File: src/hw/rtl/annexb_pkg.sv
// Shared types and constants for the Annex B NAL unit splitter.
// No dependencies.
package annexb_pkg;

  localparam int WIN_LEN       = 4;
  localparam int MAX_RES       = 5;
  localparam int REC_DEPTH_DEF = 4;

  localparam logic [7:0] SC_ZERO = 8'h00;
  localparam logic [7:0] SC_ONE  = 8'h01;

  // Results produced by one accepted byte, packed from slot 0 up.
  typedef struct packed {
    logic [MAX_RES-1:0][7:0] bytes;
    logic [MAX_RES-1:0]      last;
    logic [2:0]              cnt;
  } annexb_rec_t;

endpackage

File: src/hw/rtl/annexb_front.sv
// Front part: look-behind window, start code detection and end-of-buffer flush.
// Emits one result record per accepted byte that yields output. Uses annexb_pkg.
module annexb_front (
  input  logic                    clk,
  input  logic                    rst_n,
  input  logic                    accept,
  input  logic [7:0]              in_byte,
  input  logic                    in_end_of_buffer,
  output logic                    rec_valid,
  output annexb_pkg::annexb_rec_t rec
);
  import annexb_pkg::*;

  logic [WIN_LEN-1:0][7:0] win_r, win_nxt, win_a;
  logic [2:0]              fill_r, fill_nxt, fill_after, fill_mid, fl_cnt;
  logic                    inside_r, inside_nxt, inside_mid;
  logic                    have_ev, ev_out, sc;
  logic [7:0]              evicted;

  always_comb begin
    have_ev    = (fill_r == 3'(WIN_LEN));
    evicted    = win_r[0];
    win_a      = win_r;
    fill_after = fill_r + 3'd1;
    if (have_ev) begin
      for (int i = 0; i < WIN_LEN - 1; i++) win_a[i] = win_r[i+1];
      win_a[WIN_LEN-1] = in_byte;
      fill_after       = 3'(WIN_LEN);
    end else begin
      win_a[fill_r[1:0]] = in_byte;
    end

    sc = (fill_after == 3'(WIN_LEN)) && (win_a[0] == SC_ZERO) && (win_a[1] == SC_ZERO) &&
         (win_a[2] == SC_ZERO) && (win_a[3] == SC_ONE);

    ev_out     = have_ev && inside_r;
    inside_mid = sc ? 1'b1 : inside_r;
    fill_mid   = sc ? 3'd0 : fill_after;
    fl_cnt     = (in_end_of_buffer && inside_mid) ? fill_mid : 3'd0;

    rec = '0;
    if (ev_out) begin
      rec.bytes[0] = evicted;
      rec.last[0]  = sc;
      for (int i = 0; i < WIN_LEN; i++) begin
        rec.bytes[i+1] = win_a[i];
        rec.last[i+1]  = (3'(i + 1) == fl_cnt);
      end
    end else begin
      for (int i = 0; i < WIN_LEN; i++) begin
        rec.bytes[i] = win_a[i];
        rec.last[i]  = (3'(i + 1) == fl_cnt);
      end
    end
    rec.cnt   = fl_cnt + {2'b00, ev_out};
    rec_valid = accept && (rec.cnt != 3'd0);

    if (in_end_of_buffer) begin
      win_nxt    = '0;
      fill_nxt   = 3'd0;
      inside_nxt = 1'b0;
    end else begin
      win_nxt    = win_a;
      fill_nxt   = fill_mid;
      inside_nxt = inside_mid;
    end
  end

  always_ff @(posedge clk) begin
    if (!rst_n) begin
      win_r    <= '0;
      fill_r   <= 3'd0;
      inside_r <= 1'b0;
    end else if (accept) begin
      win_r    <= win_nxt;
      fill_r   <= fill_nxt;
      inside_r <= inside_nxt;
    end
  end

endmodule

File: src/hw/rtl/annexb_queue.sv
// Record queue between front and back parts, flip-flop storage, head read direct.
// Uses annexb_pkg for the record type.
module annexb_queue #(
  parameter int DEPTH = annexb_pkg::REC_DEPTH_DEF
) (
  input  logic                    clk,
  input  logic                    rst_n,
  input  logic                    wr_en,
  input  annexb_pkg::annexb_rec_t wr_data,
  output logic                    full,
  input  logic                    rd_en,
  output annexb_pkg::annexb_rec_t rd_data,
  output logic                    empty
);
  import annexb_pkg::*;

  localparam int PW = (DEPTH > 1) ? $clog2(DEPTH) : 1;
  localparam int CW = $clog2(DEPTH + 1);

  annexb_rec_t       mem_r [DEPTH];
  logic [PW-1:0]     wr_ptr_r, wr_ptr_nxt, rd_ptr_r, rd_ptr_nxt;
  logic [CW-1:0]     count_r, count_nxt;
  logic              do_wr, do_rd;

  assign full    = (count_r == CW'(DEPTH));
  assign empty   = (count_r == '0);
  assign rd_data = mem_r[rd_ptr_r];
  assign do_wr   = wr_en && !full;
  assign do_rd   = rd_en && !empty;

  always_comb begin
    wr_ptr_nxt = wr_ptr_r;
    rd_ptr_nxt = rd_ptr_r;
    count_nxt  = count_r;
    if (do_wr) wr_ptr_nxt = (wr_ptr_r == PW'(DEPTH - 1)) ? '0 : wr_ptr_r + PW'(1);
    if (do_rd) rd_ptr_nxt = (rd_ptr_r == PW'(DEPTH - 1)) ? '0 : rd_ptr_r + PW'(1);
    if (do_wr && !do_rd) count_nxt = count_r + CW'(1);
    else if (do_rd && !do_wr) count_nxt = count_r - CW'(1);
  end

  always_ff @(posedge clk) begin
    if (do_wr) mem_r[wr_ptr_r] <= wr_data;
  end

  always_ff @(posedge clk) begin
    if (!rst_n) begin
      wr_ptr_r <= '0;
      rd_ptr_r <= '0;
      count_r  <= '0;
    end else begin
      wr_ptr_r <= wr_ptr_nxt;
      rd_ptr_r <= rd_ptr_nxt;
      count_r  <= count_nxt;
    end
  end

endmodule

File: src/hw/rtl/annexb_back.sv
// Back part: walks the head record one byte per cycle into the output register
// when that register is empty or popped. Uses annexb_pkg for the record type.
module annexb_back (
  input  logic                    clk,
  input  logic                    rst_n,
  input  annexb_pkg::annexb_rec_t head,
  input  logic                    q_empty,
  output logic                    q_rd,
  input  logic                    pop,
  output logic                    empty,
  output logic [7:0]              out_byte,
  output logic                    out_last_of_nal
);
  import annexb_pkg::*;

  logic [2:0] idx_r, idx_nxt;
  logic       out_valid_r, out_valid_nxt;
  logic [7:0] out_byte_r, out_byte_nxt;
  logic       out_last_r, out_last_nxt;
  logic       load, take, last_slot;

  assign empty           = !out_valid_r;
  assign out_byte        = out_byte_r;
  assign out_last_of_nal = out_last_r;

  always_comb begin
    load          = !out_valid_r || pop;
    take          = load && !q_empty;
    last_slot     = (idx_r == head.cnt - 3'd1);
    q_rd          = take && last_slot;
    idx_nxt       = idx_r;
    out_byte_nxt  = out_byte_r;
    out_last_nxt  = out_last_r;
    out_valid_nxt = out_valid_r && !pop;
    if (take) begin
      idx_nxt       = last_slot ? 3'd0 : idx_r + 3'd1;
      out_byte_nxt  = head.bytes[idx_r];
      out_last_nxt  = head.last[idx_r];
      out_valid_nxt = 1'b1;
    end
  end

  always_ff @(posedge clk) begin
    out_byte_r <= out_byte_nxt;
    out_last_r <= out_last_nxt;
  end

  always_ff @(posedge clk) begin
    if (!rst_n) begin
      idx_r       <= 3'd0;
      out_valid_r <= 1'b0;
    end else begin
      idx_r       <= idx_nxt;
      out_valid_r <= out_valid_nxt;
    end
  end

endmodule

File: src/hw/rtl/annexb_nal_unit_splitter.sv
// Top level of the Annex B NAL unit splitter.
// Instantiates annexb_front, annexb_queue and annexb_back; uses annexb_pkg.
//
// Splits a byte stream at 00 00 00 01 start codes, one input byte per clock
// while full is low. Each payload byte leaves with last_of_nal set on the
// final byte of its unit; bytes ahead of a buffer's first start code and
// empty units produce nothing, and every buffer end flushes and closes the
// open unit. Each result byte stays in the output register until popped, so
// a flush at a buffer end can yield up to five output bytes. A queue
// of REC_DEPTH records (each the output of one input byte) sits between the
// window logic and the output walker, and full rises only when it fills.
// Each result is stored in the queue, then in the output register.
// REC_DEPTH must be at least 2.
module annexb_nal_unit_splitter #(
  parameter int REC_DEPTH = annexb_pkg::REC_DEPTH_DEF
) (
  input  logic       clk,
  input  logic       rst_n,
  input  logic       push,
  output logic       full,
  input  logic [7:0] in_byte,
  input  logic       in_end_of_buffer,
  output logic       empty,
  input  logic       pop,
  output logic [7:0] out_byte,
  output logic       out_last_of_nal
);
  import annexb_pkg::*;

  annexb_rec_t rec, head;
  logic        accept, rec_valid, q_empty, q_rd;

  assign accept = push && !full;

  annexb_front u_front (
    .clk              (clk),
    .rst_n            (rst_n),
    .accept           (accept),
    .in_byte          (in_byte),
    .in_end_of_buffer (in_end_of_buffer),
    .rec_valid        (rec_valid),
    .rec              (rec)
  );

  annexb_queue #(
    .DEPTH (REC_DEPTH)
  ) u_queue (
    .clk     (clk),
    .rst_n   (rst_n),
    .wr_en   (rec_valid),
    .wr_data (rec),
    .full    (full),
    .rd_en   (q_rd),
    .rd_data (head),
    .empty   (q_empty)
  );

  annexb_back u_back (
    .clk             (clk),
    .rst_n           (rst_n),
    .head            (head),
    .q_empty         (q_empty),
    .q_rd            (q_rd),
    .pop             (pop),
    .empty           (empty),
    .out_byte        (out_byte),
    .out_last_of_nal (out_last_of_nal)
  );

endmodule
File: config.mk
export PLATFORM = sky130hd
export DESIGN_NAME = annexb_nal_unit_splitter
export DESIGN_NICKNAME = d
export VERILOG_FILES = /design/src/hw/rtl/annexb_pkg.sv /design/src/hw/rtl/annexb_front.sv /design/src/hw/rtl/annexb_queue.sv /design/src/hw/rtl/annexb_back.sv /design/src/hw/rtl/annexb_nal_unit_splitter.sv
export SDC_FILE = /design/constraint.sdc
export NUM_CORES = 1
export LEC_CHECK = 0
export BUFFER_PORTS_ARGS = -buffer_cell sky130_fd_sc_hd__clkbuf_2
export CORE_ASPECT_RATIO = 0.9
export CORE_UTILIZATION = 60
export DETAILED_ROUTE_END_ITERATION = 12
export PLACE_DENSITY = 0.89
export SLEW_MARGIN = 20
export SYNTH_ARGS = -nofsm -noshare
export SYNTH_HDL_FRONTEND = slang
export SYNTH_SLANG_ARGS = --single-unit
File: constraint.sdc
create_clock -name clk -period 6.63 [get_ports clk]
set_clock_uncertainty 0.15 [all_clocks]
set_input_delay 0.663 -clock clk [delete_from_list [all_inputs] [get_ports clk]]
set_output_delay 0.663 -clock clk [all_outputs]
set_load 0.01 [all_outputs]
**Word-level counts from Yosys, hierarchy flattened**

Memory sizes are Yosys's and may differ from the RTL's. A register that Yosys moved wholly into a read port is not among the register bits.
Index checks and enable logic that the tools add are counted.

- RAM bits: 192
- Bits in registers: 56
- Output and inout bits: 11
- Memories: 1
- Input bits: 13
- Logic and storage cells: 94

Memories:

| memory | depth | bits a word | rd ports | clocked after Yosys merged registers in | wr ports | RTL line | source |
|---|---|---|---|---|---|---|---|
| u_queue.mem_r | 4 | 48 | 1 | 1 | 1 | annexb_queue.sv:20 | `annexb_rec_t mem_r [DEPTH];` |

- Eq/ne operators: 11
- Magnitude comparators: 3
- Reductions and logical operators: 29
- Add/subtract/negate cells: 8
- Mux-type cells: 29

Operator list:

| kind | count |
|---|---|
| $mux 32 | 3 |
| $bwmux 32 | 1 |
| $bmux 8 s3 | 1 |
| $logic_not 8->1 | 3 |
| $mux 8 | 3 |
| $mux 3 | 7 |
| $demux 8 s2 | 1 |
| $logic_and 1x1->1 | 16 |
| $add 3x1->3 const B | 3 |
| $eq 3x3->1 const B | 3 |
| $eq 8x1->1 const B | 1 |
| $mux 2 | 4 |
| $mux 1 | 7 |
| $eq 2x3->1 const A | 2 |
| $logic_not 1->1 | 6 |
| $sub 3x1->3 const B | 2 |
| $add 2x1->2 const B | 2 |
| $eq 2x2->1 const B | 2 |
| $lt 3x4->1 const B | 1 |
| $mux 4 | 1 |
| $add 3x1->3 | 1 |
| $bmux 1 s3 | 1 |
| $eq 1x3->1 const A | 1 |
| $eq 3x3->1 | 1 |
| 7 further kinds | 7 |

**Logic depth before layout (Yosys ltp)**

Gate-level depths: netlist of the first run.

- Depth after elaboration: 22
- Depth in mapped cells: 22
- Gate-level depth less buffers: 18

**Cells and area by module**

A second synthesis of the first run with hierarchy kept.

- Cells, all modules: 764
- Area total of the unflattened synthesis: 11155.7 um2

Modules (own cells, without submodules):

| module | area each (um2) | seq. area each (um2) | instances | cells each |
|---|---|---|---|---|
| annexb_queue | 7393.3 | 5945.7 | 1 | 301 |
| annexb_front | 2851.5 | 720.7 | 1 | 371 |
| annexb_back | 897.1 | 350.3 | 1 | 91 |
| annexb_nal_unit_splitter | 13.8 | 0.0 | 1 | 1 |

**Least setup slack after synthesis of the first run**

OpenSTA, ideal clock, no wires.

- Path kind: reg-to-reg
- From: register u_front.fill_r[0]
- To: memory u_queue.mem_r[0][0] (netlist name) (enable)
- Slack: 1607 ps
- Clock period less this slack: 5023 ps
- Data arrival time: 4463 ps
- Cell stages (with the launch flop): 15
- Cells stage by stage: dfxtp_1 -> inv_1 -> ha_1 -> buf_2 -> a21oi_1 -> mux2_1 -> or4b_2 -> nor4_2 -> nand4bb_1 -> buf_2 -> a21oi_1 -> ha_1 -> nor2_1 -> a31oi_4 -> and2_1

RTL lines:

| element | RTL line | source |
|---|---|---|
| from (decl) | annexb_front.sv:15 | `logic [2:0] fill_r, fill_nxt, fill_after, fill_mid, fl_cnt;` |
| from (signal assigned) | annexb_front.sv:76 | `fill_r <= fill_nxt;` |
| to (decl) | annexb_queue.sv:20 |  |

==> impl_metrics.toml, run 1 <==
[clock_network]
cts.sinks = 250
cts_tree = "built"
clk_latency_ns = 0.52
cts.clk_slew.worst_paths_ns = 0.06
root_buffer = "clkbuf_16"
cts_max_level = 1
cts_made_buffers = 25
clockBufferDepth = 3
postCtsSetupBuffers = 0
ctsHoldBuffers = 0
cts_resized = 0

[synth]
ys_top_cells_by_count = "edfxtp_1 (201), nand2_1 (70), o21ai_0 (58)"
synth_cells = 742
synth_edf_count = 201
async_flop_share_pct = 0
syn-cell-area_um2 = 10870
ys_ff_latch = 250
synth.most_common_cell = "edfxtp_1"
netlist.area_leader.share_pct = 55.54
syn_area_per_cell_um2 = 14.65
yosysWarnings = 0
synth_ff_type = "edfxtp_1"
yosysUniqueCellTypes = 46
syn_nets = 769
seq_area_frac_synth_pct = 64.56
synth_top_area_cell = "edfxtp_1"
synthTopCellsByArea = "edfxtp_1 (56%), mux4_2 (9.9%), dfxtp_1 (9.0%), mux2i_1 (4.3%), o21ai_0 (2.7%)"

[power_and_ir_drop]
switching_power_uw = 1002
p_leak_uw = 0.004127
power_frac_seq_pct = 49.4
combPwrFrac_pct = 15.5
power_density_nw_per_um2 = 321.8
ir_worst_vdd_v = 0.0002071
power.share.switching_pct = 25.89
intPower_uw = 2868
clkPwrFrac_pct = 35.1

[die]
die_x_um = 143.9
fp-row-count = 46
start_util_pct = 61.51
num_io_pins = 24
core_um2 = 17670
die_h_um = 129.7
dieArea_um2 = 18660

[global_route]
antenna_found_initial = 0
grt_first_pass_wirelength_um = 37160
grt.total_usage_pct = 27.45
grt_max_degree = 49
grt_pass1_vias = 6404
grt-ovfl-total = 0

[drt]
drc = 0
drtAntennaViolNets = 0
drt_iter0_markers = 708
vias = 6568
post_drt_wl_per_cell_um = 23.94
drtPass1Iterations = 5
wl_um = 24490
via_per_inst = 6.420

[critical_path]
crit_fanout = 18
critPathLaunchType = "flip-flop"
worstSetupEndpointType = "flip-flop"
cp.arrival_ns = 6.14
path_class = "reg2reg"
cp.required_ns = 6.92

[finish]
regArea_um2 = 7022
final_util_pct = 68.06
fin_nets = 792
synthToLayoutAreaGrowth_pct = 10.66
postLayoutCellArea_um2 = 12030
fill_cells = 1140
n_antenna_cell = 0
multi_input_area_um2 = 3637
drive_gt1_share_pct = 20.05

[timing]
fin_ws_ns = 0.7838
min_period_over_period_pct = 88.18
relSlewSlack_pct = 26.65
rsz0062_at_grt = "false"
setup-tns-final_ns = 0
setup_violations = 0
fin_crit_ns = 5.846
max_freq_mhz = 171.1
hold_violations = 0
maxSlewViolCount = 0
worst_pin_slew_ns = 1.092

[placed_design]
post-place-ws_ns = 0.9076
place_hpwl_um = 15210
dpl_cell_area_um2 = 11240
place.gp.congestion = 0.9598
io_buffers = 23

[min_path]
hold_class = "in2reg"

[run_status]
status = "finished, final reports clean"

[flow_run]
drv_cap = 0
through the flow:
stage               power (uW)  cells  hold WS [ns]
finish                    3870   1023        0.3277
global placement          2499    978        0.3276
floorplan                 2330    742        0.3177
CTS                       3884   1023        0.3156
global route              4001   1023        0.3393
detailed placement        2530    978        0.3674
placed cells by master (no fill, tap or decap), drive strengths merged, types with 2 or more instances in the layout:
master  count
xor2        4
nor2       34
nor4b       3
mux2i      47
clkbuf     55
a22oi      13
nor2b      21
ha         13
nand4       5
edfxtp    201
o21ai      58
or4b        2
mux2       25
dfxtp      49
and2       33
mux4       48
nor3        5
a21oi      23
clkinv     10
and3        3
buf        15
xnor2       4
a21o        2
inv        16
bufinv      2
nand3       3
a21boi      2
nor4        3
nor3b       2
nand2      70
flip-flops by register name (all words and copies together), names as in the netlist, named ones only:
signal / flops
u_queue.rd_ptr_r: 2
u_back.out_valid_r: 1
u_back.out_last_of_nal: 1
u_back.out_byte: 8
u_queue.wr_ptr_r: 2
u_queue.mem_r: 192
u_front.inside_r: 1
u_front.evicted: 8
u_back.idx_r: 3
u_front.fill_r: 3
u_front.win_r: 24
u_queue.count_r: 3
worst paths after layout:
kind                                                      start                              end  slack [ns]  depth (start not counted)
worst max-delay path             u_front.fill_r[0]$_SDFFE_PN0P_  u_queue.count_r[2]$_SDFFE_PN0P_        0.78                         17
worst min-delay path                                        pop    u_back.out_valid_r$_SDFF_PN0_        0.33                          3
worst max register to register   u_front.fill_r[0]$_SDFFE_PN0P_  u_queue.count_r[2]$_SDFFE_PN0P_        0.78                         17
worst min register to register  u_queue.count_r[2]$_SDFFE_PN0P_  u_queue.count_r[2]$_SDFFE_PN0P_        0.37                          2
layer usage:
metal / GRT usage, % / part of all wire [%] / wire length [um] / vias up
li1: - / - / - / 2845
met1: 40.48 / 41 / 10110 / 3303
met5: 0 / 0 / 0 / -
met3: 4.804 / 9.4 / 2314 / 35
met2: 42.71 / 47 / 11630 / 385
met4: 7.071 / 1.8 / 439 / 0
power groups by stage:
| stage | Sequential (uW) | Clock (uW) | Combinational [uW] |
|---|---|---|---|
| after global routing | 1930 | 1430 | 644 |
| after global placement | 1940 | 0 | 563 |
| after CTS | 1910 | 1370 | 596 |
| final | 1910 | 1360 | 599 |
| after floorplan | 1900 | 0 | 426 |
| after detailed placement | 1950 | 0 | 585 |
area by class of cell:
cell class	instances	area share, %
clock buffer	32	5.587
clock inverter	13	0.9259
inverter	15	0.4682
multi-input combinational	435	30.24
sequential	250	58.39
tap	240	2.497
timing repair buffer	38	1.893
critical path, stage by stage, from the launching register on:
cell	delay, ns
dfxtp_1	0.36
inv_1	0.14
ha_1	0.57
nand2_1	0.59
mux2i_1	0.39
or4b_2	0.62
nor4_2	0.15
nand4bb_1	0.37
a21oi_1	0.35
ha_1	0.25
nor2_1	0.10
a31oi_4	0.30
ha_1	0.26
inv_1	0.08
fa_1	0.43
xor2_1	0.18
or3_1	0.30
a21boi_0	0.17
cells by family after synthesis:
family | synth area share [%]
AO/OA/AOI/OAI | 5.411
XOR/XNOR | 0.6446
adder cells (fa/ha/maj) | 1.681
buffers and inverters | 2.038
flip-flops | 64.56
multiplexers | 16.87
other | 0.03451
AND/OR/NAND/NOR | 8.761
No activity file was read; power rests on OpenSTA's default activity.
==> inputs of run 2 (changes only) <==
CORE_UTILIZATION = 55   (was 60)
PLACE_DENSITY = 0.83   (was 0.89)
==> impl_metrics.toml, run 2 (synthesis gave the netlist of run 1 again) <==
[critical_path]
crit_buf_inv = 2
worstSetupEndpointType = "flip-flop"
cpLargestDelayFamily = "simple AND/OR/NAND/NOR gates"
cp.arrival_ns = 6.15
cp.required_ns = 6.92
critPathLaunchType = "flip-flop"
path_cells = "inv_1 > ha_1 > nand2_1 > mux2i_1 > or4b_2 > nor4_2 > nand4bb_1 > a21oi_1 > ha_1 > nor2_1 > a31oi_4 > ha_1 > inv_1 > fa_1 > xor2_1 > or3_1 > a21boi_0"
crit_fanout = 17
timing.critical_path.mode_cell = "ha_1"
slowest_delay_ns = 0.64
path_class = "reg2reg"
cpMaxStageDelayCell = "ha_1"

[die]
fp-row-count = 48
core_um2 = 19280
die_x_um = 150.2
dieArea_um2 = 20330
die_h_um = 135.4
start_util_pct = 56.37
num_io_pins = 24

[clock_network]
cts_resized = 0
clockBufferDepth = 3
cts_max_level = 1
cts_tree = "built"
cts.sinks = 250
cts.clk_slew.worst_paths_ns = 0.06
cts_made_buffers = 24
postCtsSetupBuffers = 0
root_buffer = "clkbuf_16"
ctsHoldBuffers = 0
clk_latency_ns = 0.53

[flow_run]
drv_cap = 0

[global_route]
grt_first_pass_wirelength_um = 37120
grt.total_usage_pct = 25.00
grt_max_degree = 53
grt-ovfl-total = 0
grt_pass1_vias = 6424
antenna_found_initial = 1

[drt]
wl_met1_um = 10150
vias = 6404
drc = 0
drtPass1Iterations = 5
met3_length_um = 2229
drt_iter0_markers = 671
wl_met2_um = 11220
dr.max_layer_used = "met5"
drtAntennaViolNets = 0
wl_um = 24180
post_drt_wl_per_cell_um = 23.52
via_per_inst = 6.230

[timing]
min_period_over_period_pct = 88.41
rsz0062_at_grt = "false"
maxSlewViolCount = 0
worst_pin_slew_ns = 1.077
hold_violations = 0
setup-tns-final_ns = 0
fin_crit_ns = 5.862
setup_violations = 0
max_freq_mhz = 170.6
relSlewSlack_pct = 27.41

[placed_design]
dpl_cell_area_um2 = 11260
place_hpwl_um = 15080
io_buffers = 23
place.gp.congestion = 0.9089

[power_and_ir_drop]
ir_worst_vdd_v = 0.0002448
p_leak_uw = 0.004134
power_density_nw_per_um2 = 325.1

[finish]
synthToLayoutAreaGrowth_pct = 11.25
layout_commonest_cell = "edfxtp_1"
reg_top3 = "u_queue.mem_r x192, u_front.win_r x24"
n_antenna_cell = 0
postLayoutCellArea_um2 = 12090
regMostFlops = "u_queue.mem_r"
fill_cells = 1349
largest_reg_flops = 192
final_cell_mix = "edfxtp_1 (201), nand2_1 (70), o21ai_0 (58)"
fin_nets = 787
drive_gt1_share_pct = 20.31

[min_path]
hold_class = "in2reg"

[run_status]
status = "finished, final reports clean"
==> run 2: where the power goes <==
part	switching (uW)	leakage (uW)	internal [uW]
Sequential	88.4	0.00227	1820
Clock	583	0.000407	842
Combinational	341	0.00145	255
==> run 2: metrics by stage <==
step / utilization (%) / std cells / hold WS [ns] / setup WS [ns] / power [uW]
final: 62.71 / 1028 / 0.3262 / 0.7682 / 3931
after detailed placement: 58.42 / 984 / 0.3635 / 0.8789 / 2538
after global routing: 62.71 / 1028 / 0.3532 / 0.3108 / 4075
after CTS: 62.71 / 1028 / 0.3151 / 0.8457 / 3950
after global placement: 58.42 / 984 / 0.3275 / 1.067 / 2512
after floorplan: - / 742 / 0.3177 / 1.607 / 2330
==> run 2: final timing paths <==
| path | start | slack [ns] | endpoint | depth (start not counted) |
|---|---|---|---|---|
| worst max-delay path | u_front.fill_r[0]$_SDFFE_PN0P_ | 0.77 | u_queue.count_r[2]$_SDFFE_PN0P_ | 17 |
| worst max register to register | u_front.fill_r[0]$_SDFFE_PN0P_ | 0.77 | u_queue.count_r[2]$_SDFFE_PN0P_ | 17 |
| worst min-delay path | pop | 0.33 | u_back.out_valid_r$_SDFF_PN0_ | 3 |
| worst min register to register | u_queue.wr_ptr_r[1]$_SDFFE_PN0P_ | 0.37 | u_queue.wr_ptr_r[1]$_SDFFE_PN0P_ | 2 |
==> run 2: metal layers <==
metal	vias to the layer above	track usage, %
met3	49	5.286
met4	2	7.744
met1	3198	35.16
li1	2837	-
met2	318	39.30
met5	-	0
==> run 2: worst register-to-register path: cells and delay by family (launching register included) <==
family          cells  cell delay (ns)
fa+ha+maj           4             1.58
simple gates        6             2.11
buf+inv             2             0.21
compound gates      3             0.83
mux                 1             0.38
xor+xnor            1             0.17
flops               1             0.37
==> run 2: area by class of cell <==
class | count | area, um^2 | area share [%]
Clock buffer | 34 | 688.2 | 5.692
Clock inverter | 10 | 138.9 | 1.149
Sequential cell | 250 | 7022 | 58.08
Multi-Input combinational cell | 435 | 3637 | 30.08
Timing Repair Buffer | 34 | 235.2 | 1.946
Tap cell | 250 | 312.8 | 2.587
Inverter | 15 | 56.30 | 0.4657
==> inputs of run 3 (changes only) <==
==> constraint.sdc (replaced) <==
create_clock -name clk -period 6.63 [get_ports clk]
set_clock_uncertainty 0.15 [all_clocks]
set_input_delay 1.6575 -clock clk [delete_from_list [all_inputs] [get_ports clk]]
set_output_delay 1.6575 -clock clk [all_outputs]
set_load 0.01 [all_outputs]
==> impl_metrics.toml, run 3 (synthesis gave the netlist of run 1 again) <==
[min_path]
hold_class = "reg2reg"
whs_endpoint = "u_queue.wr_ptr_r[1]$_SDFFE_PN0P_"
holdPathStages = 2
hold_start = "u_queue.wr_ptr_r[1]$_SDFFE_PN0P_"

[drt]
drt_iter0_markers = 704
drtPass1Iterations = 5
via_per_inst = 6.220
wl_um = 23650
dr.max_layer_used = "met4"
met3_length_um = 2119
drc = 0
wl_met1_um = 10020
wl_met2_um = 11110
vias = 6413
post_drt_wl_per_cell_um = 22.93
drtAntennaViolNets = 0

[finish]
layout_commonest_cell = "edfxtp_1"
postLayoutCellArea_um2 = 12070
largest_reg_flops = 192
final_util_pct = 62.58
regMostFlops = "u_queue.mem_r"
reg_top3 = "u_queue.mem_r x192, u_front.win_r x24"
final_cell_mix = "edfxtp_1 (201), nand2_1 (70), o21ai_0 (58)"
drive_gt1_share_pct = 19.87
synthToLayoutAreaGrowth_pct = 11.02
fill_cells = 1353
fin_nets = 789

[clock_network]
postCtsSetupBuffers = 0
clockBufferDepth = 3
cts_made_buffers = 25
cts_resized = 0
cts_tree = "built"
root_buffer = "clkbuf_16"
ctsHoldBuffers = 0
cts.clk_slew.worst_paths_ns = 0.06
clk_latency_ns = 0.52
cts_max_level = 1
cts.sinks = 250

[timing]
max_freq_mhz = 177.0
maxSlewViolCount = 0
fin_crit_ns = 5.649
fin_ws_ns = 0.9812
setup-tns-final_ns = 0
worst_pin_slew_ns = 0.9530
rsz0062_at_grt = "false"
hold_violations = 0
min_period_over_period_pct = 85.20
setup_violations = 0
relSlewSlack_pct = 36.46

[placed_design]
post-place-ws_ns = 0.5576
place.gp.congestion = 0.8903
io_buffers = 23
place_hpwl_um = 14630
dpl_cell_area_um2 = 11280

[critical_path]
crit_fanout = 17
reg2reg_slack_ns = 0.98
rr_startpoint = "u_front.fill_r[0]$_SDFFE_PN0P_"
worstSetupEndpointType = "flip-flop"
path_class = "reg2reg"
reg2reg_depth = 17
r2r_end = "u_queue.count_r[2]$_SDFFE_PN0P_"
cp.required_ns = 6.92
critPathLaunchType = "flip-flop"
cp.arrival_ns = 5.94

[global_route]
grt.total_usage_pct = 24.09
grt_first_pass_wirelength_um = 36320
grt-ovfl-total = 0
grt_max_degree = 49
antenna_found_initial = 1
grt_pass1_vias = 6368

[die]
die_x_um = 150.2
start_util_pct = 56.37
core_um2 = 19280
num_io_pins = 24
dieArea_um2 = 20330
die_h_um = 135.4
fp-row-count = 48

[run_status]
status = "finished, final reports clean"

[power_and_ir_drop]
ir_worst_vdd_v = 0.0002223
power_density_nw_per_um2 = 317.8
p_leak_uw = 0.004119

[flow_run]
drv_cap = 0
run 3: changes by cell type in the layout (fill, tap and decap cells not counted), sizes merged:
| cell | delta |
|---|---|
| clkinv | +4 |
| clkbuf | -2 |
| buf | +1 |
| bufinv | -1 |
| clkinvlp | -1 |
| diode | +1 |
| inv | +1 |
run 3: area by class of cell:
class | instances | area [um^2] | area share (%)
antenna | 1 | 2.502 | 0.02074
clock inverter | 13 | 112.6 | 0.9333
tap | 250 | 312.8 | 2.593
sequential | 250 | 7022 | 58.20
inverter | 15 | 56.30 | 0.4667
timing repair buffer | 35 | 255.2 | 2.116
multi-input combinational | 435 | 3642 | 30.19
clock buffer | 32 | 661.9 | 5.486
run 3: stage by stage:
stage | total power [uW] | cells | hold WS [ns]
after floorplan | 2330 | 742 | 0.3177
after detailed placement | 2535 | 985 | 0.3490
after global routing | 3978 | 1030 | 0.4217
after CTS | 3856 | 1030 | 0.3669
after global placement | 2506 | 985 | 0.3269
final | 3835 | 1031 | 0.3608
run 3: critical path, cell delays in order, from the launching register on:
cell	delay (ns)
dfxtp_1	0.45
inv_1	0.13
ha_1	0.49
a21oi_1	0.58
mux2_1	0.37
or4b_2	0.68
nor4_2	0.16
nand4bb_1	0.19
a21oi_1	0.29
ha_1	0.25
nor2_1	0.10
a31oi_4	0.30
ha_1	0.25
inv_1	0.08
fa_1	0.43
xor2_1	0.18
or3_1	0.30
a21boi_0	0.19
run 3: report_power, final:
group          total [uW]  switching [uW]  internal [uW]
combinational         598             339            259
clock                1330             548            780
sequential           1910            86.0           1820
run 3: routing by layer:
layer	up-vias	track usage, %
met5	-	0
met4	0	6.397
met3	33	4.916
met2	310	37.37
met1	3235	34.96
li1	2835	-
run 3: worst max path at each step:
stage                                               from                              end  cells after the start
after floorplan                               in_byte[1]    u_queue.mem_r[0][0]$_DFFE_PP_                     11
after global placement                        in_byte[1]  u_queue.count_r[2]$_SDFFE_PN0P_                     16
after detailed placement                      in_byte[1]  u_queue.count_r[2]$_SDFFE_PN0P_                     16
after CTS                 u_front.fill_r[0]$_SDFFE_PN0P_  u_queue.count_r[2]$_SDFFE_PN0P_                     17
after global routing      u_front.fill_r[0]$_SDFFE_PN0P_  u_queue.count_r[2]$_SDFFE_PN0P_                     17
final                     u_front.fill_r[0]$_SDFFE_PN0P_  u_queue.count_r[2]$_SDFFE_PN0P_                     17
